--- config.mk ---
export PLATFORM = sky130hd
export DESIGN_NAME = ansi_terminal_escape_engine
export DESIGN_NICKNAME = d
export VERILOG_FILES = /design/src/design/ate_pkg.sv /design/src/design/ate_front.sv /design/src/design/ate_queue.sv /design/src/design/ate_back.sv /design/src/design/ansi_terminal_escape_engine.sv
export SDC_FILE = /design/constraint.sdc
export NUM_CORES = 2
export LEC_CHECK = 0
export BUFFER_PORTS_ARGS = -buffer_cell sky130_fd_sc_hd__buf_2
export CAP_MARGIN = 20
export CORE_MARGIN = 2
export CORE_UTILIZATION = 55
export DETAILED_ROUTE_END_ITERATION = 8
export MAX_ROUTING_LAYER = met4
export PLACE_DENSITY = 0.75
export SYNTH_ARGS = -nofsm -noshare
export SYNTH_HDL_FRONTEND = slang
export SYNTH_SLANG_ARGS = --single-unit
export TNS_END_PERCENT = 30
--- constraint.sdc ---
create_clock -name clk -period 14.7 [get_ports clk]
set_input_delay 0.735 -clock clk [delete_from_list [all_inputs] [get_ports clk]]
set_output_delay 0.735 -clock clk [all_outputs]
set_load 0.1 [all_outputs]
--- src/design/ate_pkg.sv ---
// Shared types, constants, color functions and cursor clamp of the terminal escape engine.
`default_nettype none
package ate_pkg;

  localparam int MAX_COLS   = 256;
  localparam int MAX_ROWS   = 128;
  localparam int MAX_PARAMS = 16;

  localparam logic [23:0] DEFAULT_FG = 24'hCDD6F4;
  localparam logic [23:0] DEFAULT_BG = 24'h1E1E2E;
  localparam logic [20:0] REPL_CHAR  = 21'h00FFFD;

  localparam logic [7:0] B_BEL  = 8'h07;
  localparam logic [7:0] B_BS   = 8'h08;
  localparam logic [7:0] B_TAB  = 8'h09;
  localparam logic [7:0] B_LF   = 8'h0A;
  localparam logic [7:0] B_CR   = 8'h0D;
  localparam logic [7:0] B_ESC  = 8'h1B;
  localparam logic [7:0] B_LBR  = 8'h5B;
  localparam logic [7:0] B_RBR  = 8'h5D;
  localparam logic [7:0] B_ST   = 8'h9C;
  localparam logic [7:0] B_SEMI = 8'h3B;
  localparam logic [7:0] B_QM   = 8'h3F;
  localparam logic [7:0] B_GT   = 8'h3E;
  localparam logic [7:0] B_EXCL = 8'h21;
  localparam logic [7:0] FIN_LO = 8'h40;
  localparam logic [7:0] FIN_HI = 8'h7E;
  localparam logic [7:0] F_CUU  = 8'h41; // A
  localparam logic [7:0] F_CUD  = 8'h42; // B
  localparam logic [7:0] F_CUF  = 8'h43; // C
  localparam logic [7:0] F_CUB  = 8'h44; // D
  localparam logic [7:0] F_CHA  = 8'h47; // G
  localparam logic [7:0] F_CUP  = 8'h48; // H
  localparam logic [7:0] F_HVP  = 8'h66; // f
  localparam logic [7:0] F_ED   = 8'h4A; // J
  localparam logic [7:0] F_EL   = 8'h4B; // K
  localparam logic [7:0] F_SGR  = 8'h6D; // m

  typedef enum logic [1:0] {MODE_TEXT, MODE_ESC, MODE_CSI, MODE_OSC} mode_t;

  typedef enum logic [2:0] {
    CMD_PUT, CMD_CTRL, CMD_CSTART, CMD_CBODY, CMD_CFINAL
  } cmd_kind_t;

  // data holds a code point for CMD_PUT, else the byte in its low bits
  typedef struct packed {
    cmd_kind_t   kind;
    logic [20:0] data;
    logic        last;
  } cmd_t;

  typedef enum logic [2:0] {
    OP_WRITE, OP_CLEAR_SCREEN, OP_CLEAR_LINE, OP_SCROLL, OP_BEEP
  } op_t;

  // packed from the top down: op lands in the lowest bits
  typedef struct packed {
    logic        bold;
    logic [23:0] back;
    logic [23:0] fore;
    logic [20:0] cp;
    logic [7:0]  col;
    logic [6:0]  row;
    op_t         op;
  } res_t;

  typedef enum logic [3:0] {
    ST_IDLE, ST_CLAMP, ST_EXEC, ST_SCROLL, ST_P0, ST_P0W, ST_P1W, ST_APPLY,
    ST_SG, ST_SGW, ST_SG1W, ST_SG2W, ST_DONE
  } back_state_t;

  function automatic logic [23:0] base_color(input logic [3:0] idx);
    logic [23:0] c;
    case (idx)
      4'd0:    c = 24'h1E1E2E;
      4'd1:    c = 24'hE78284;
      4'd2:    c = 24'hA6E3A1;
      4'd3:    c = 24'hF9E2AF;
      4'd4:    c = 24'h89B4FA;
      4'd5:    c = 24'hF5C2E7;
      4'd6:    c = 24'h94E2D5;
      4'd7:    c = 24'hCDD6F4;
      4'd8:    c = 24'h585B70;
      4'd9:    c = 24'hF38BA8;
      4'd10:   c = 24'hA6E3A1;
      4'd11:   c = 24'hF9E2AF;
      4'd12:   c = 24'h89B4FA;
      4'd13:   c = 24'hF5C2E7;
      4'd14:   c = 24'h94E2D5;
      default: c = 24'hFFFFFF;
    endcase
    return c;
  endfunction

  function automatic logic [7:0] cube_level(input logic [2:0] x);
    logic [7:0] l;
    l = (x == 3'd0) ? 8'd0 : 8'(8'd55 + 8'(x) * 8'd40);
    return l;
  endfunction

  // xterm 256-color palette; indexes past 255 fall back to the default fg
  function automatic logic [23:0] palette(input logic [15:0] idx);
    logic [7:0]  v;
    logic [2:0]  r;
    logic [2:0]  g;
    logic [2:0]  b;
    logic [5:0]  rem;
    logic [7:0]  gray;
    logic [23:0] c;
    v    = idx[7:0] - 8'd16;
    r    = (v >= 8'd180) ? 3'd5 : (v >= 8'd144) ? 3'd4 : (v >= 8'd108) ? 3'd3 :
           (v >= 8'd72)  ? 3'd2 : (v >= 8'd36)  ? 3'd1 : 3'd0;
    rem  = 6'(v - 8'(r) * 8'd36);
    g    = (rem >= 6'd30) ? 3'd5 : (rem >= 6'd24) ? 3'd4 : (rem >= 6'd18) ? 3'd3 :
           (rem >= 6'd12) ? 3'd2 : (rem >= 6'd6)  ? 3'd1 : 3'd0;
    b    = 3'(rem - 6'(g) * 6'd6);
    gray = 8'(8'd8 + 8'(idx[7:0] - 8'd232) * 8'd10);
    if (idx < 16'd16) c = base_color(idx[3:0]);
    else if (idx <= 16'd231) c = {cube_level(r), cube_level(g), cube_level(b)};
    else if (idx <= 16'd255) c = {gray, gray, gray};
    else c = DEFAULT_FG;
    return c;
  endfunction

  function automatic logic [8:0] clamp_pos(input logic signed [17:0] v,
                                           input logic [8:0] hi);
    logic [8:0] r;
    if (v < 18'sd0) r = 9'd0;
    else if (v > $signed({9'd0, hi})) r = hi;
    else r = v[8:0];
    return r;
  endfunction

endpackage
`default_nettype wire

--- src/design/ate_front.sv ---
// Front end: byte acceptance, parse modes and UTF-8 decode into commands.
`default_nettype none
module ate_front (
  input  wire logic          clk,
  input  wire logic          rst_n,
  input  wire logic          in_tvalid,
  output logic               in_tready,
  input  wire logic [7:0]    in_tdata,
  output logic               q_push,
  output ate_pkg::cmd_t      q_cmd,
  input  wire logic          q_full
);

  ate_pkg::mode_t mode_r, mode_nxt;
  logic [20:0]    acc_r, acc_nxt;
  logic [1:0]     pend_r, pend_nxt;
  logic           sec_v_r, sec_v_nxt;
  ate_pkg::cmd_t  sec_r, sec_nxt;

  logic           acc_beat;
  logic [7:0]     b;
  logic [20:0]    t;
  logic           bad;
  logic           cut;
  logic           xv;
  ate_pkg::cmd_t  x;
  logic           c1_v, c2_v;
  ate_pkg::cmd_t  c1, c2;

  assign in_tready = !sec_v_r && !q_full;
  assign acc_beat  = in_tvalid && in_tready;
  assign b         = in_tdata;
  assign t         = {acc_r[14:0], b[5:0]};

  always_comb begin
    mode_nxt = mode_r;
    acc_nxt  = acc_r;
    pend_nxt = pend_r;
    bad      = 1'b0;
    cut      = 1'b0;
    xv       = 1'b0;
    x        = '{kind: ate_pkg::CMD_PUT, data: ate_pkg::REPL_CHAR, last: 1'b1};
    case (mode_r)
      ate_pkg::MODE_TEXT: begin
        if (b[7] && pend_r != 2'd0 && b[7:6] == 2'b10) begin
          if (pend_r == 2'd2 && acc_r <= 21'd15)
            bad = (t < 21'h20) || (t[20:5] == 16'h1B);
          else if (pend_r == 2'd3)
            bad = (t < 21'h10) || (t > 21'h10F);
          if (bad) begin
            pend_nxt = 2'd0;
            acc_nxt  = '0;
            xv       = 1'b1;
          end else if (pend_r == 2'd1) begin
            pend_nxt = 2'd0;
            acc_nxt  = '0;
            xv       = 1'b1;
            x.data   = t;
          end else begin
            pend_nxt = pend_r - 2'd1;
            acc_nxt  = t;
          end
        end else begin
          cut      = (pend_r != 2'd0);
          pend_nxt = 2'd0;
          acc_nxt  = '0;
          if (b[7]) begin
            if (b >= 8'hC2 && b <= 8'hDF) begin
              pend_nxt = 2'd1;
              acc_nxt  = {16'd0, b[4:0]};
            end else if (b >= 8'hE0 && b <= 8'hEF) begin
              pend_nxt = 2'd2;
              acc_nxt  = {17'd0, b[3:0]};
            end else if (b >= 8'hF0 && b <= 8'hF4) begin
              pend_nxt = 2'd3;
              acc_nxt  = {18'd0, b[2:0]};
            end else begin
              xv = 1'b1;
            end
          end else if (b == ate_pkg::B_ESC) begin
            mode_nxt = ate_pkg::MODE_ESC;
          end else if (b >= 8'h20 && b < 8'h7F) begin
            xv     = 1'b1;
            x.data = {13'd0, b};
          end else if (b == ate_pkg::B_CR || b == ate_pkg::B_LF || b == ate_pkg::B_BS ||
                       b == ate_pkg::B_TAB || b == ate_pkg::B_BEL) begin
            xv     = 1'b1;
            x.kind = ate_pkg::CMD_CTRL;
            x.data = {13'd0, b};
          end
        end
      end
      ate_pkg::MODE_ESC: begin
        if (b == ate_pkg::B_LBR) begin
          mode_nxt = ate_pkg::MODE_CSI;
          xv       = 1'b1;
          x.kind   = ate_pkg::CMD_CSTART;
        end else if (b == ate_pkg::B_RBR) begin
          mode_nxt = ate_pkg::MODE_OSC;
        end else begin
          mode_nxt = ate_pkg::MODE_TEXT;
        end
      end
      ate_pkg::MODE_CSI: begin
        xv     = 1'b1;
        x.data = {13'd0, b};
        if (b >= ate_pkg::FIN_LO && b <= ate_pkg::FIN_HI) begin
          x.kind   = ate_pkg::CMD_CFINAL;
          mode_nxt = ate_pkg::MODE_TEXT;
        end else begin
          x.kind = ate_pkg::CMD_CBODY;
        end
      end
      ate_pkg::MODE_OSC: begin
        if (b == ate_pkg::B_BEL || b == ate_pkg::B_ST) mode_nxt = ate_pkg::MODE_TEXT;
        else if (b == ate_pkg::B_ESC) mode_nxt = ate_pkg::MODE_ESC;
      end
      default: mode_nxt = ate_pkg::MODE_TEXT;
    endcase

    // a cut sequence puts U+FFFD ahead of whatever the byte itself does
    if (cut) begin
      c1_v = 1'b1;
      c1   = '{kind: ate_pkg::CMD_PUT, data: ate_pkg::REPL_CHAR, last: !xv};
      c2_v = xv;
      c2   = x;
    end else begin
      c1_v = xv;
      c1   = x;
      c2_v = 1'b0;
      c2   = x;
    end
  end

  always_comb begin
    sec_v_nxt = sec_v_r;
    sec_nxt   = sec_r;
    if (sec_v_r) begin
      q_push = !q_full;
      q_cmd  = sec_r;
      if (!q_full) sec_v_nxt = 1'b0;
    end else begin
      q_push = acc_beat && c1_v;
      q_cmd  = c1;
      if (acc_beat) begin
        sec_v_nxt = c2_v;
        sec_nxt   = c2;
      end
    end
  end

  always_ff @(posedge clk) begin
    if (!rst_n) begin
      mode_r  <= ate_pkg::MODE_TEXT;
      acc_r   <= '0;
      pend_r  <= '0;
      sec_v_r <= 1'b0;
    end else begin
      if (acc_beat) begin
        mode_r <= mode_nxt;
        acc_r  <= acc_nxt;
        pend_r <= pend_nxt;
      end
      sec_v_r <= sec_v_nxt;
    end
  end

  always_ff @(posedge clk) begin
    sec_r <= sec_nxt;
  end

endmodule
`default_nettype wire

--- src/design/ate_queue.sv ---
// Four-entry command queue between the front end and the back end.
`default_nettype none
module ate_queue (
  input  wire logic          clk,
  input  wire logic          rst_n,
  input  wire logic          push,
  input  wire ate_pkg::cmd_t push_cmd,
  input  wire logic          pop,
  output ate_pkg::cmd_t      head,
  output logic               empty,
  output logic               full
);

  ate_pkg::cmd_t mem_r [4];
  logic [1:0]    wp_r, wp_nxt;
  logic [1:0]    rp_r, rp_nxt;
  logic [2:0]    cnt_r, cnt_nxt;
  logic          do_push, do_pop;

  assign empty   = (cnt_r == 3'd0);
  assign full    = (cnt_r == 3'd4);
  assign head    = mem_r[rp_r];
  assign do_push = push && !full;
  assign do_pop  = pop && !empty;

  always_comb begin
    wp_nxt  = do_push ? wp_r + 2'd1 : wp_r;
    rp_nxt  = do_pop ? rp_r + 2'd1 : rp_r;
    cnt_nxt = cnt_r + {2'd0, do_push} - {2'd0, do_pop};
  end

  always_ff @(posedge clk) begin
    if (!rst_n) begin
      wp_r  <= '0;
      rp_r  <= '0;
      cnt_r <= '0;
    end else begin
      wp_r  <= wp_nxt;
      rp_r  <= rp_nxt;
      cnt_r <= cnt_nxt;
    end
  end

  always_ff @(posedge clk) begin
    if (do_push) mem_r[wp_r] <= push_cmd;
  end

endmodule
`default_nettype wire

--- src/design/ate_back.sv ---
// Back end: cursor, attributes, CSI parameters and screen command output.
`default_nettype none
module ate_back (
  input  wire logic          clk,
  input  wire logic          rst_n,
  input  wire logic [8:0]    cols_cfg,
  input  wire logic [7:0]    rows_cfg,
  input  wire logic          q_empty,
  input  wire ate_pkg::cmd_t q_head,
  output logic               q_pop,
  output logic               out_tvalid,
  input  wire logic          out_tready,
  output logic [87:0]        out_tdata,
  output logic               out_tlast
);

  ate_pkg::back_state_t state_r, state_nxt;
  ate_pkg::cmd_t cmd_r, cmd_nxt;
  logic [7:0]  col_r, col_nxt;
  logic [6:0]  row_r, row_nxt;
  logic [23:0] fg_r, fg_nxt, bg_r, bg_nxt;
  logic        bold_r, bold_nxt;
  logic [4:0]  cnt_r, cnt_nxt;
  logic [1:0]  flag_r, flag_nxt;
  logic [15:0] cur_r, cur_nxt;
  logic [4:0]  n_r, n_nxt, i_r, i_nxt;
  logic [15:0] p0_r, p0_nxt, p1_r, p1_nxt;
  logic        ext_fg_r, ext_fg_nxt;
  logic        hold_v_r, hold_v_nxt;
  ate_pkg::res_t hold_r, hold_nxt;
  logic        out_v_r, out_v_nxt;
  ate_pkg::res_t out_r, out_nxt;
  logic        last_r, last_nxt;

  logic [15:0] vals [ate_pkg::MAX_PARAMS];
  logic [15:0] rdata_r;
  logic [3:0]  rd_addr;
  logic        we;
  logic [3:0]  wa;

  logic [8:0]  cols, cmax;
  logic [7:0]  rows, rmax;
  logic        out_free, emit_ok;
  logic        em_v, flush;
  ate_pkg::res_t em;
  logic [7:0]  byte_c, fin;
  logic [15:0] mv, c1;
  logic        col_wrap, row_end;
  logic [19:0] acc10;
  logic [8:0]  tab_nt;
  logic [15:0] p;
  logic        is_cup, cnt_ok;

  assign cols     = (cols_cfg < 9'd2) ? 9'd2 :
                    (cols_cfg > 9'(ate_pkg::MAX_COLS)) ? 9'(ate_pkg::MAX_COLS) : cols_cfg;
  assign rows     = (rows_cfg < 8'd2) ? 8'd2 :
                    (rows_cfg > 8'(ate_pkg::MAX_ROWS)) ? 8'(ate_pkg::MAX_ROWS) : rows_cfg;
  assign cmax     = cols - 9'd1;
  assign rmax     = rows - 8'd1;
  assign out_free = !out_v_r || out_tready;
  assign emit_ok  = !hold_v_r || out_free;
  assign byte_c   = cmd_r.data[7:0];
  assign fin      = cmd_r.data[7:0];
  assign mv       = (p0_r == 16'd0) ? 16'd1 : p0_r;
  assign c1       = (p1_r == 16'd0) ? 16'd1 : p1_r;
  assign col_wrap = ({1'b0, col_r} + 9'd1) >= cols;
  assign row_end  = ({1'b0, row_r} + 8'd1) >= rows;
  assign acc10    = {4'd0, cur_r} * 20'd10 + {16'd0, byte_c[3:0]};
  assign tab_nt   = {({1'b0, col_r[7:3]} + 6'd1), 3'd0};
  assign p        = rdata_r;
  assign is_cup   = (fin == ate_pkg::F_CUP) || (fin == ate_pkg::F_HVP);
  assign cnt_ok   = cnt_r < 5'(ate_pkg::MAX_PARAMS);

  // next state
  always_comb begin
    state_nxt = state_r;
    case (state_r)
      ate_pkg::ST_IDLE:  if (!q_empty) state_nxt = ate_pkg::ST_CLAMP;
      ate_pkg::ST_CLAMP: state_nxt = ate_pkg::ST_EXEC;
      ate_pkg::ST_EXEC: begin
        case (cmd_r.kind)
          ate_pkg::CMD_PUT:
            if (emit_ok)
              state_nxt = (col_wrap && row_end) ? ate_pkg::ST_SCROLL : ate_pkg::ST_DONE;
          ate_pkg::CMD_CTRL:
            if (byte_c == ate_pkg::B_LF)
              state_nxt = row_end ? ate_pkg::ST_SCROLL : ate_pkg::ST_DONE;
            else if (byte_c != ate_pkg::B_BEL || emit_ok)
              state_nxt = ate_pkg::ST_DONE;
          ate_pkg::CMD_CFINAL: state_nxt = ate_pkg::ST_P0;
          default: state_nxt = ate_pkg::ST_DONE;
        endcase
      end
      ate_pkg::ST_SCROLL: if (emit_ok) state_nxt = ate_pkg::ST_DONE;
      ate_pkg::ST_P0:     state_nxt = ate_pkg::ST_P0W;
      ate_pkg::ST_P0W:
        if (fin == ate_pkg::F_SGR) state_nxt = ate_pkg::ST_SG;
        else if (is_cup && n_r > 5'd1) state_nxt = ate_pkg::ST_P1W;
        else state_nxt = ate_pkg::ST_APPLY;
      ate_pkg::ST_P1W: state_nxt = ate_pkg::ST_APPLY;
      ate_pkg::ST_APPLY:
        if (emit_ok || !(fin == ate_pkg::F_ED || fin == ate_pkg::F_EL))
          state_nxt = ate_pkg::ST_DONE;
      ate_pkg::ST_SG: state_nxt = (i_r >= n_r) ? ate_pkg::ST_DONE : ate_pkg::ST_SGW;
      ate_pkg::ST_SGW:
        if ((p == 16'd38 || p == 16'd48) && (i_r + 5'd1) < n_r) state_nxt = ate_pkg::ST_SG1W;
        else state_nxt = ate_pkg::ST_SG;
      ate_pkg::ST_SG1W:
        state_nxt = (p == 16'd5 && (i_r + 5'd2) < n_r) ? ate_pkg::ST_SG2W : ate_pkg::ST_SG;
      ate_pkg::ST_SG2W: state_nxt = ate_pkg::ST_SG;
      ate_pkg::ST_DONE:
        if (!cmd_r.last || !hold_v_r || out_free) state_nxt = ate_pkg::ST_IDLE;
      default: state_nxt = ate_pkg::ST_IDLE;
    endcase
  end

  // datapath and outputs
  always_comb begin
    cmd_nxt    = cmd_r;
    col_nxt    = col_r;
    row_nxt    = row_r;
    fg_nxt     = fg_r;
    bg_nxt     = bg_r;
    bold_nxt   = bold_r;
    cnt_nxt    = cnt_r;
    flag_nxt   = flag_r;
    cur_nxt    = cur_r;
    n_nxt      = n_r;
    i_nxt      = i_r;
    p0_nxt     = p0_r;
    p1_nxt     = p1_r;
    ext_fg_nxt = ext_fg_r;
    q_pop      = 1'b0;
    em_v       = 1'b0;
    em         = '0;
    flush      = 1'b0;
    we         = 1'b0;
    wa         = cnt_r[3:0];
    rd_addr    = i_r[3:0];
    case (state_r)
      ate_pkg::ST_IDLE: begin
        q_pop   = !q_empty;
        cmd_nxt = q_head;
      end
      ate_pkg::ST_CLAMP: begin
        if ({1'b0, col_r} > cmax) col_nxt = cmax[7:0];
        if ({1'b0, row_r} > rmax) row_nxt = rmax[6:0];
      end
      ate_pkg::ST_EXEC: begin
        case (cmd_r.kind)
          ate_pkg::CMD_PUT: if (emit_ok) begin
            em_v = 1'b1;
            em   = '{bold: bold_r, back: bg_r, fore: fg_r, cp: cmd_r.data,
                     col: col_r, row: row_r, op: ate_pkg::OP_WRITE};
            if (col_wrap) begin
              col_nxt = '0;
              row_nxt = row_end ? rmax[6:0] : row_r + 7'd1;
            end else begin
              col_nxt = col_r + 8'd1;
            end
          end
          ate_pkg::CMD_CTRL: begin
            case (byte_c)
              ate_pkg::B_CR: col_nxt = '0;
              ate_pkg::B_LF: begin
                col_nxt = '0;
                row_nxt = row_end ? rmax[6:0] : row_r + 7'd1;
              end
              ate_pkg::B_BS: if (col_r != 8'd0) col_nxt = col_r - 8'd1;
              ate_pkg::B_TAB: col_nxt = (tab_nt < cols) ? tab_nt[7:0] : cmax[7:0];
              ate_pkg::B_BEL: if (emit_ok) begin
                em_v    = 1'b1;
                em.op   = ate_pkg::OP_BEEP;
              end
              default: ;
            endcase
          end
          ate_pkg::CMD_CSTART: begin
            cnt_nxt  = '0;
            flag_nxt = '0;
            cur_nxt  = '0;
          end
          ate_pkg::CMD_CBODY: begin
            if (byte_c >= 8'h30 && byte_c <= 8'h39) begin
              if (cnt_ok && !flag_r[1])
                cur_nxt = (acc10 > 20'd65535) ? 16'hFFFF : acc10[15:0];
            end else if (byte_c == ate_pkg::B_SEMI) begin
              if (cnt_ok) begin
                we      = 1'b1;
                cnt_nxt = cnt_r + 5'd1;
                cur_nxt = '0;
              end
              flag_nxt[1] = 1'b0;
            end else if (!flag_r[0] && (byte_c == ate_pkg::B_QM ||
                         byte_c == ate_pkg::B_GT || byte_c == ate_pkg::B_EXCL)) begin
              // leading private marker, skipped
            end else begin
              flag_nxt[1] = 1'b1;
              cur_nxt     = '0;
            end
            flag_nxt[0] = 1'b1;
          end
          ate_pkg::CMD_CFINAL: begin
            we    = cnt_ok;
            n_nxt = cnt_ok ? cnt_r + 5'd1 : 5'(ate_pkg::MAX_PARAMS);
          end
          default: ;
        endcase
      end
      ate_pkg::ST_SCROLL: if (emit_ok) begin
        em_v  = 1'b1;
        em.op = ate_pkg::OP_SCROLL;
      end
      ate_pkg::ST_P0: begin
        rd_addr = 4'd0;
        p1_nxt  = '0;
      end
      ate_pkg::ST_P0W: begin
        rd_addr = 4'd1;
        p0_nxt  = p;
        i_nxt   = '0;
      end
      ate_pkg::ST_P1W: p1_nxt = p;
      ate_pkg::ST_APPLY: begin
        case (fin)
          ate_pkg::F_CUU: row_nxt = 7'(ate_pkg::clamp_pos(
                            $signed({11'd0, row_r}) - $signed({2'd0, mv}), {1'b0, rmax}));
          ate_pkg::F_CUD: row_nxt = 7'(ate_pkg::clamp_pos(
                            $signed({11'd0, row_r}) + $signed({2'd0, mv}), {1'b0, rmax}));
          ate_pkg::F_CUF: col_nxt = 8'(ate_pkg::clamp_pos(
                            $signed({10'd0, col_r}) + $signed({2'd0, mv}), cmax));
          ate_pkg::F_CUB: col_nxt = 8'(ate_pkg::clamp_pos(
                            $signed({10'd0, col_r}) - $signed({2'd0, mv}), cmax));
          ate_pkg::F_CHA: col_nxt = 8'(ate_pkg::clamp_pos(
                            $signed({2'd0, mv}) - 18'sd1, cmax));
          ate_pkg::F_CUP, ate_pkg::F_HVP: begin
            row_nxt = 7'(ate_pkg::clamp_pos($signed({2'd0, mv}) - 18'sd1, {1'b0, rmax}));
            col_nxt = 8'(ate_pkg::clamp_pos($signed({2'd0, c1}) - 18'sd1, cmax));
          end
          ate_pkg::F_ED: if (emit_ok && (p0_r == 16'd2 || p0_r == 16'd3)) begin
            em_v    = 1'b1;
            em.op   = ate_pkg::OP_CLEAR_SCREEN;
            col_nxt = '0;
            row_nxt = '0;
          end
          ate_pkg::F_EL: if (emit_ok && p0_r == 16'd2) begin
            em_v   = 1'b1;
            em.op  = ate_pkg::OP_CLEAR_LINE;
            em.row = row_r;
          end
          default: ;
        endcase
      end
      ate_pkg::ST_SG: rd_addr = i_r[3:0];
      ate_pkg::ST_SGW: begin
        rd_addr = 4'(i_r + 5'd1);
        i_nxt   = i_r + 5'd1;
        if (p == 16'd0) begin
          fg_nxt   = ate_pkg::DEFAULT_FG;
          bg_nxt   = ate_pkg::DEFAULT_BG;
          bold_nxt = 1'b0;
        end else if (p == 16'd1) bold_nxt = 1'b1;
        else if (p == 16'd22) bold_nxt = 1'b0;
        else if (p >= 16'd30 && p <= 16'd37) fg_nxt = ate_pkg::palette(p - 16'd30);
        else if (p >= 16'd90 && p <= 16'd97) fg_nxt = ate_pkg::palette(p - 16'd82);
        else if (p == 16'd39) fg_nxt = ate_pkg::DEFAULT_FG;
        else if (p >= 16'd40 && p <= 16'd47) bg_nxt = ate_pkg::palette(p - 16'd40);
        else if (p >= 16'd100 && p <= 16'd107) bg_nxt = ate_pkg::palette(p - 16'd92);
        else if (p == 16'd49) bg_nxt = ate_pkg::DEFAULT_BG;
        else if ((p == 16'd38 || p == 16'd48) && (i_r + 5'd1) < n_r) begin
          ext_fg_nxt = (p == 16'd38);
          i_nxt      = i_r;
        end
      end
      ate_pkg::ST_SG1W: begin
        rd_addr = 4'(i_r + 5'd2);
        if (!(p == 16'd5 && (i_r + 5'd2) < n_r)) i_nxt = i_r + 5'd1;
      end
      ate_pkg::ST_SG2W: begin
        i_nxt = i_r + 5'd3;
        if (ext_fg_r) fg_nxt = ate_pkg::palette(p);
        else bg_nxt = ate_pkg::palette(p);
      end
      ate_pkg::ST_DONE: flush = cmd_r.last && hold_v_r && out_free;
      default: ;
    endcase

    // results pass through a one-deep hold so the final one of a byte gets tlast
    out_v_nxt  = out_v_r && !out_tready;
    out_nxt    = out_r;
    last_nxt   = last_r;
    hold_v_nxt = hold_v_r;
    hold_nxt   = hold_r;
    if (em_v) begin
      if (hold_v_r) begin
        out_v_nxt = 1'b1;
        out_nxt   = hold_r;
        last_nxt  = 1'b0;
      end
      hold_v_nxt = 1'b1;
      hold_nxt   = em;
    end
    if (flush) begin
      out_v_nxt  = 1'b1;
      out_nxt    = hold_r;
      last_nxt   = 1'b1;
      hold_v_nxt = 1'b0;
    end
  end

  assign out_tvalid = out_v_r;
  assign out_tdata  = out_r;
  assign out_tlast  = last_r;

  always_ff @(posedge clk) begin
    if (!rst_n) begin
      state_r  <= ate_pkg::ST_IDLE;
      col_r    <= '0;
      row_r    <= '0;
      fg_r     <= ate_pkg::DEFAULT_FG;
      bg_r     <= ate_pkg::DEFAULT_BG;
      bold_r   <= 1'b0;
      cnt_r    <= '0;
      flag_r   <= '0;
      hold_v_r <= 1'b0;
      out_v_r  <= 1'b0;
    end else begin
      state_r  <= state_nxt;
      col_r    <= col_nxt;
      row_r    <= row_nxt;
      fg_r     <= fg_nxt;
      bg_r     <= bg_nxt;
      bold_r   <= bold_nxt;
      cnt_r    <= cnt_nxt;
      flag_r   <= flag_nxt;
      hold_v_r <= hold_v_nxt;
      out_v_r  <= out_v_nxt;
    end
  end

  always_ff @(posedge clk) begin
    cmd_r    <= cmd_nxt;
    cur_r    <= cur_nxt;
    n_r      <= n_nxt;
    i_r      <= i_nxt;
    p0_r     <= p0_nxt;
    p1_r     <= p1_nxt;
    ext_fg_r <= ext_fg_nxt;
    hold_r   <= hold_nxt;
    out_r    <= out_nxt;
    last_r   <= last_nxt;
  end

  // parameter store: one write, one registered read
  always_ff @(posedge clk) begin
    if (we) vals[wa] <= cur_r;
    rdata_r <= vals[rd_addr];
  end

endmodule
`default_nettype wire

--- src/design/ansi_terminal_escape_engine.sv ---
// Top level of the ANSI terminal escape engine: config registers and wiring.
//
//  channel  | direction | beat contents
//  ---------+-----------+--------------------------------------------------
//  in_*     | in        | one byte of shell output
//  out_*    | out       | one screen command; tlast on the final one of a byte
//  cfg_*    | in/out    | APB registers: 0x0 columns_in_use, 0x4 rows_in_use
//
// The front end takes one byte per cycle while the four-entry command queue
// has room and no second command of a byte waits; a byte makes at most two
// commands (a cut UTF-8 sequence yields U+FFFD ahead of the byte's own action).
// The back end steps a command through IDLE, CLAMP, EXEC, DONE, with SCROLL when
// a wrap scrolls; a CSI final adds P0, P0W and APPLY (P1W for CUP, HVP), or SG and SGW
// per parameter (SG1W, SG2W for 38/48;5;n), paced by the single parameter read port.
// Reset (synchronous, active low) clears the cursor, colors, parser state
// and queue; the parameter store is not cleared.
// A stalled result holds the back end only once its hold slot is also full.
`default_nettype none
module ansi_terminal_escape_engine (
  input  wire logic         clk,
  input  wire logic         rst_n,
  input  wire logic         in_tvalid,
  output logic              in_tready,
  input  wire logic [7:0]   in_tdata,   // [7:0] in_byte
  output logic              out_tvalid,
  input  wire logic         out_tready,
  output logic [87:0]       out_tdata,  // [2:0] op, [9:3] cell_row, [17:10] cell_col,
                                        // [38:18] code_point, [62:39] fore_rgb,
                                        // [86:63] back_rgb, [87] bold_out
  output logic              out_tlast,
  input  wire logic         cfg_psel,
  input  wire logic         cfg_penable,
  input  wire logic         cfg_pwrite,
  input  wire logic [2:0]   cfg_paddr,
  input  wire logic [31:0]  cfg_pwdata,
  output logic [31:0]       cfg_prdata,
  output logic              cfg_pready
);

  logic [8:0]    cols_r;
  logic [7:0]    rows_r;
  logic          cfg_wr;
  logic          q_push, q_pop, q_empty, q_full;
  ate_pkg::cmd_t q_in, q_head;

  assign cfg_pready = 1'b1;
  assign cfg_wr     = cfg_psel && cfg_penable && cfg_pwrite && cfg_pready;
  // register select is address bit 2
  assign cfg_prdata = cfg_paddr[2] ? {24'd0, rows_r} : {23'd0, cols_r};

  always_ff @(posedge clk) begin
    if (!rst_n) begin
      cols_r <= 9'd80;
      rows_r <= 8'd24;
    end else if (cfg_wr) begin
      if (cfg_paddr[2]) rows_r <= cfg_pwdata[7:0];
      else cols_r <= cfg_pwdata[8:0];
    end
  end

  ate_front u_front (
    .clk       (clk),
    .rst_n     (rst_n),
    .in_tvalid (in_tvalid),
    .in_tready (in_tready),
    .in_tdata  (in_tdata),
    .q_push    (q_push),
    .q_cmd     (q_in),
    .q_full    (q_full)
  );

  ate_queue u_queue (
    .clk      (clk),
    .rst_n    (rst_n),
    .push     (q_push),
    .push_cmd (q_in),
    .pop      (q_pop),
    .head     (q_head),
    .empty    (q_empty),
    .full     (q_full)
  );

  ate_back u_back (
    .clk        (clk),
    .rst_n      (rst_n),
    .cols_cfg   (cols_r),
    .rows_cfg   (rows_r),
    .q_empty    (q_empty),
    .q_head     (q_head),
    .q_pop      (q_pop),
    .out_tvalid (out_tvalid),
    .out_tready (out_tready),
    .out_tdata  (out_tdata),
    .out_tlast  (out_tlast)
  );

endmodule
`default_nettype wire

Word-level counts from Yosys, hierarchy flattened
Memories as Yosys holds them, arrays and structs flattened. A register that Yosys moved wholly into a read port is not among the register bits. Cells that the tools add are included.

Flip-flop bits (word level): 387. Latch bits: 0. Bits in writable memories: 356. Bits in read-only memories: 2304. Input bits: 50. Output and inout port bits: 124. Logic and storage cells: 781. Memories: 8.

Add/sub/neg operators: 68. Multipliers: 31. Divide/modulo/power cells: 0. Order comparisons: 117. Equality and inequality tests: 100. Shift operators: 0. Muxes and demuxes: 285. Bitwise operators: 12. Reduce and logical (&&, ||, !) cells: 117.

Memories: (name not given) (words 16, bits a word 24, read ports 1, clocked after Yosys merged registers in 0, wr ports 0, RTL line ate_pkg.sv:74) `case (idx)`; (name not given) (words 16, bits a word 24, read ports 1, clocked after Yosys merged registers in 0, wr ports 0, RTL line ate_pkg.sv:74); (name not given) (words 16, bits a word 24, read ports 1, clocked after Yosys merged registers in 0, wr ports 0, RTL line ate_pkg.sv:74); (name not given) (words 16, bits a word 24, read ports 1, clocked after Yosys merged registers in 0, wr ports 0, RTL line ate_pkg.sv:74); (name not given) (words 16, bits a word 24, read ports 1, clocked after Yosys merged registers in 0, wr ports 0, RTL line ate_pkg.sv:74); (name not given) (words 16, bits a word 24, read ports 1, clocked after Yosys merged registers in 0, wr ports 0, RTL line ate_pkg.sv:74); 2 more memories.

Operators with widths (number): 2-to-1 mux 24 bit (35); 2-to-1 mux 88 bit (3); 2-to-1 mux 8 bit (31); 2-to-1 mux 21 bit (10); <= comparator 16 x 8 -> 1 bit, second input constant (10); 2-to-1 mux 3 bit (47); 2-to-1 mux 16 bit (8); adder 6 x 8 -> 8 bit, first input constant (15); greater-or-equal comparator 8 bit, second input constant (13); < comparator 17 x 1 -> 1 bit, second input constant (6); 2-to-1 mux 7 bit (14); equality test 8 x 7 -> 1 bit, second input constant (12); one-hot mux 24 bit (2 select lines) (2); greater-or-equal comparator 6 x 5 -> 1 bit, second input constant (15); greater-or-equal comparator 8 x 7 -> 1 bit, second input constant (11); < comparator 16 x 5 -> 1 bit, second input constant (5); multiplier 3 x 3 -> 5 bit, second input constant (15); 2-to-1 mux 5 bit (14); equality test 16 x 6 -> 1 bit, second input constant (4); equality test 8 x 4 -> 1 bit, second input constant (8); one-hot mux 16 bit (2 select lines) (2); 2-to-1 mux 1 bit (58); greater-or-equal comparator 8 x 6 -> 1 bit, second input constant (7); one-hot mux 4 bit (13 select lines) (1); 135 further kinds (384).

Depth between registers and ports, before layout
Depth in word-level cells: 32. Mapped depth: 36. Mapped depth without buffers: 33.

Cells and area by module
A second synthesis with hierarchy kept.

Cells, all modules: 4968. Area, all modules: 50105.6 um^2.

Modules (own cells, without submodules): ate_back (instances 1, cells each 4320, area an instance 41735.0 um^2, seq. area each 17376.7 um^2); ate_queue (instances 1, cells each 181, area an instance 4132.7 um^2, seq. area each 3183.1 um^2); ate_front (instances 1, cells each 360, area an instance 3226.8 um^2, seq. area each 1241.2 um^2); ansi_terminal_escape_engine (instances 1, cells each 107, area an instance 1011.0 um^2, seq. area each 340.3 um^2).

Least setup slack after synthesis
No wires, ideal clock.

Kind: flip-flop to flip-flop. Start: reg u_back.rdata_r[3], in the netlist u_back.p[3] (read register of u_back.vals). End: reg u_back.bg_r[7]. Setup time: 0.119 ns. Data arrival time: 7.677 ns. Required time: 14.581 ns. Path slack: 6.904 ns. Stages on the path, launching flop included: 34. Buffers on the path: 4. Clock period less this slack: 7.796 ns. Cell sequence: dfxtp_1 -> clkbuf_1 -> clkbuf_1 -> inv_1 -> clkbuf_1 -> ha_1 -> xor2_1 -> ha_1 -> clkbuf_1 -> and3_1 -> a211o_1 -> o31ai_1 -> a211oi_1 -> nand2_1 -> ha_1 -> a21o_1 -> a21oi_1 -> xor2_1 -> a21oi_1 -> a211oi_2 -> o21ai_1 -> ha_1 -> xnor2_1 -> inv_1 -> ha_1 -> ha_1 -> o21ai_0 -> nor3_1 -> a211o_1 -> nand2_1 -> a21oi_1 -> o21ai_0 -> a21oi_1 -> o221a_2.

Longest elaborated chain between the ends: 32. Elaborated cells on any way between the ends: 153. Classes of those cells: add/sub: 20; mul: 12; order compare: 47; eq/ne: 10; mux: 52; reduce/logical: 9; memory: 3.

RTL lines: from (decl) (RTL line ate_back.sv:36) `logic [15:0] rdata_r;`; subtractor 16 x 7 -> 16 bit (RTL line ate_back.sv:268) `else if (p >= 16'd100 && p <= 16'd107) bg_nxt = ate_pkg::palette(p - 16'd92);`; subtractor 8 x 5 -> 8 bit (RTL line ate_pkg.sv:110) `v = idx[7:0] - 8'd16;`; greater-or-equal comparator 8 x 6 -> 1 bit (RTL line ate_pkg.sv:112) `(v >= 8'd72) ? 3'd2 : (v >= 8'd36) ? 3'd1 : 3'd0;`; 2-to-1 mux 1 bit (RTL line ate_pkg.sv:112); 2-to-1 mux 3 bit (RTL line ate_pkg.sv:112); 2-to-1 mux 3 bit (3 in series) (RTL line ate_pkg.sv:111) `r = (v >= 8'd180) ? 3'd5 : (v >= 8'd144) ? 3'd4 : (v >= 8'd108) ? 3'd3 :`; multiplier 3 x 4 -> 4 bit (RTL line ate_pkg.sv:113) `rem = 6'(v - 8'(r) * 8'd36);`; subtractor 6 bit (RTL line ate_pkg.sv:113); [... 14 more ...]; 2-to-1 mux 24 bit (RTL line ate_back.sv:267) `else if (p >= 16'd40 && p <= 16'd47) bg_nxt = ate_pkg::palette(p - 16'd40);`; 2-to-1 mux 24 bit (RTL line ate_back.sv:266) `else if (p == 16'd39) fg_nxt = ate_pkg::DEFAULT_FG;`; 2-to-1 mux 24 bit (RTL line ate_back.sv:265) `else if (p >= 16'd90 && p <= 16'd97) fg_nxt = ate_pkg::palette(p - 16'd82);`; 2-to-1 mux 24 bit (RTL line ate_back.sv:264) `else if (p >= 16'd30 && p <= 16'd37) fg_nxt = ate_pkg::palette(p - 16'd30);`; 2-to-1 mux 24 bit (RTL line ate_back.sv:263) `else if (p == 16'd22) bold_nxt = 1'b0;`; 2-to-1 mux 24 bit (RTL line ate_back.sv:262) `end else if (p == 16'd1) bold_nxt = 1'b1;`; 2-to-1 mux 24 bit (RTL line ate_back.sv:258) `if (p == 16'd0) begin`; one-hot mux 24 bit (2 select lines) (RTL line ate_back.sv:140) `case (state_r)`; to (signal assigned) (RTL line ate_back.sv:321) `bg_r <= ate_pkg::DEFAULT_BG;`; to (signal assigned) (RTL line ate_back.sv:332) `bg_r <= bg_nxt;`; to (decl) (RTL line ate_back.sv:21) `logic [23:0] fg_r, fg_nxt, bg_r, bg_nxt;`.

Several ways; a longest one is shown, not always the timed one. The select of a mux whose other input is x is not followed. A chain may end at the register's enable or synchronous reset.

Worst setup path after layout
Start: reg u_back.rdata_r[4], in the netlist u_back.p[4] (read register of u_back.vals). End: reg u_back.bg_r[7].

The elaborated chain is that of the path after synthesis.

==> results.md <==
* Adder-Cell Fraction of Synth Area at 9.756%
* Syn. warnings at 0
* Placed cell area at 51060 um^2
* TritonRoute pass-1 iters at 6
* WL met1 at 61120 um
* Count leader, synth: edfxtp_1
* Post-synth top area share at 38.84%
* Clk_skew at 0.05035 ns
* Worst Path Max Fanout at 12
* Setup TNS at 0 ns
* Clock slew at reported path FFs at 0.06 ns
* IO Pins at 174
* Synth cell types at 114
* Status: finished, final reports clean
* Post-Synth Simple-Gate Area at 16.49%
* Area delta synth->final at 8.709%
* CP Launch Type: flip-flop
* Wire length on met2 at 65190 um
* Vias per cell at 6.458
* CP max stage delay at 0.78 ns
* Die ar. at 92370 um^2
* Avg Cell Area, Syn at 9.937 um^2
* Post-Route WL at 144500 um
* Via count at 40060
* Diodes inserted at 0
* Setup Crit Path Kind: reg -> reg
* Global-route wire length before repair at 221000 um
* Starting Density at 55.22%
* Hold WC Path Type: in -> reg
* Top routing layer in use: met4
* RD Place Congestion at 1.039
* Crit-path slowest cell: dfxtp_1
* Total global-route track usage at 31.27%
* FFs w/ async S/R, synth at 0%
* Fill cells at 7283
* Post-synthesis xor/xnor area fraction at 3.753%
* Vias in the first global route at 37520
* Final period utilization at 58.79%
* Post-CTS Setup Bufs at 0
* DIE WIDTH at 303.9 um
* Buffers & Inverters on Critical Path at 2
* Area contributors post-synth: edfxtp_1 (39%), ha_1 (8.4%), dfxtp_1 (5.8%)
* Cell Area, Synth at 49480 um^2
* Cts hold-fix bufs at 0
* Critical path capture point type: flip-flop
* Max-cap violation count at 0
* GR Overflow Total at 0
* Synth area leader: edfxtp_1
* Crit path max-delay family: compound AO/OA/AOI/OAI gates
* Core footprint at 89600 um^2
* H-Tree Depth at 3
* Initial antenna violation count at 2
* DRC at 0
* # port buffers at 124
* CP dominant cell by count: ha_1
* Worst slew margin at 20.09%
* Gate Count Post-Synth at 4979
* FMAX at 115.7 MHz
* Worst-Margin Slew at 1.188 ns
* Final hold slack at 0.3131 ns
* WL/cell at 23.30 um
* Worst path arrival time at 9.18 ns
* Synth Register Bits at 784
* Complex-gate fraction of the synthesized area at 18.87%
* Sequential share of the synthesized area at 44.67%
* CTS Buf Count at 78
* Nets at 5377
* Fin crit period at 8.643 ns
* EDFF count, synth at 640
* Met3 WL at 13190 um
* RSZ-0062 raised after global routing: false
* Mux cell area share after synthesis at 2.266%
* Final setup fails at 0
* Root buffer cell: clkbuf_16
* Hpwl dp at 100600 um
* Iter 0 DRT Violations at 4568
* Num rows at 110
* Antenna viol nets, final at 0
* Latest clock arrival within the worst-skew pair at 0.66 ns
* Synth cell count leaders: edfxtp_1 (640), nand2_1 (520), ha_1 (333)
* Main flop type after synthesis: edfxtp_1
* Finished Cell Area at 53790 um^2
* Die height at 303.9 um
* # resized after CTS at 0
* Clock Sinks at 784
* Largest net degree at the start of global routing at 83
* Data required time of the worst path at 15.24 ns
* Max Buffers Root-to-Sink at 3
* Final Hold Viols at 0
* Slew Viols, Final at 0
* Largest family of logic cells by synthesized area: compound AO/OA/AOI/OAI gates
* Share of layout cells above drive strength 1 at 10.19%
* TritonCTS clock tree: done
state kept, by name, indices dropped and copies added (netlist names), 17 cells and up:
name              cells
u_back.out_tdata     88
u_front.acc_r        21
u_back.fg_r          24
u_back.vals         256
u_back.hold_r        88
u_front.sec_r        24
u_back.cmd_r         17
u_queue.mem_r       100
u_back.bg_r          24
worst min-delay path: stages:
cell,delay (ns)
buf_2,0.09
nand2_1,0.04
nand3_1,0.06
kinds of logic after synthesis:
logic type                 after synthesis
and+or+nand+nor                       1662
other                                    2
DFF                                    784
AOI/OAI and AO/OA                     1373
adders and majority gates              366
muxes                                   77
buffers and inverters                  511
xor gates and xnor gates               204
area by class of cell:
class	count	area [um^2]	area share, %
clock buffers	97	2130	3.959
flip-flops and latches	784	22110	41.11
multi-input cells	3709	25540	47.48
inverters	175	656.9	1.221
well taps	1176	1471	2.736
clock inverters	49	589.3	1.096
repair buffers	213	1291	2.401
cell usage in the layout (no fill, tap or decap), types with 35 or more instances in the layout:
cell | Yosys | layout
edfxtp_1 | 640 | 640
nand2_1 | 520 | 518
ha_1 | 333 | 333
a21oi_1 | 321 | 320
nor2_1 | 306 | 305
o21ai_0 | 238 | 238
inv_1 | 168 | 168
nand3_1 | 153 | 153
dfxtp_1 | 144 | 138
xnor2_1 | 132 | 132
a211oi_1 | 126 | 125
buf_2 | 24 | 123
and3_1 | 114 | 114
and2_1 | 110 | 110
nor3_1 | 108 | 101
buf_4 | 28 | 90
a31oi_1 | 89 | 89
clkbuf_16 | 0 | 80
xor2_1 | 65 | 65
nor2b_1 | 60 | 60
nand2b_1 | 58 | 58
o211ai_1 | 57 | 57
a21o_1 | 46 | 46
a21boi_0 | 46 | 46
a311oi_1 | 45 | 45
nand4_1 | 41 | 41
nor4_1 | 38 | 36
o21a_1 | 35 | 35
final timing paths:
kind,startpoint,end,slack [ns],depth (start not counted)
max,u_back.p[4]$_DFF_P_,u_back.bg_r[7]$_SDFFE_PN0P_,6.06,29
min,cfg_pwdata[6],cols_r[6]$_SDFFE_PN1P_,0.31,3
max reg2reg,u_back.p[4]$_DFF_P_,u_back.bg_r[7]$_SDFFE_PN0P_,6.06,29
min reg2reg,u_back.hold_r[30]$_SDFFCE_PN0P_,u_back.out_tdata[30]$_DFFE_PP_,0.40,0
through the flow:
step,instances,util (%),setup WS [ns]
2_1_floorplan,5004,-,6.904
3_5_place_dp,6056,56.99,6.282
6_report,6203,60.03,6.057
4_1_cts,6202,60.02,6.239
3_3_place_gp,6054,56.97,6.387
5_1_grt,6203,60.03,5.480
per-layer routing:
metal,global-route usage (%),up-vias
li1,-,18570
met1,42.22,19230
met2,47.60,1903
met3,5.718,356
met4,10.68,0
met5,-,-
Power is left out: the tool's default activity adds up to more than one toggle a clock period on the data nets, which glitch-free logic cannot reach.
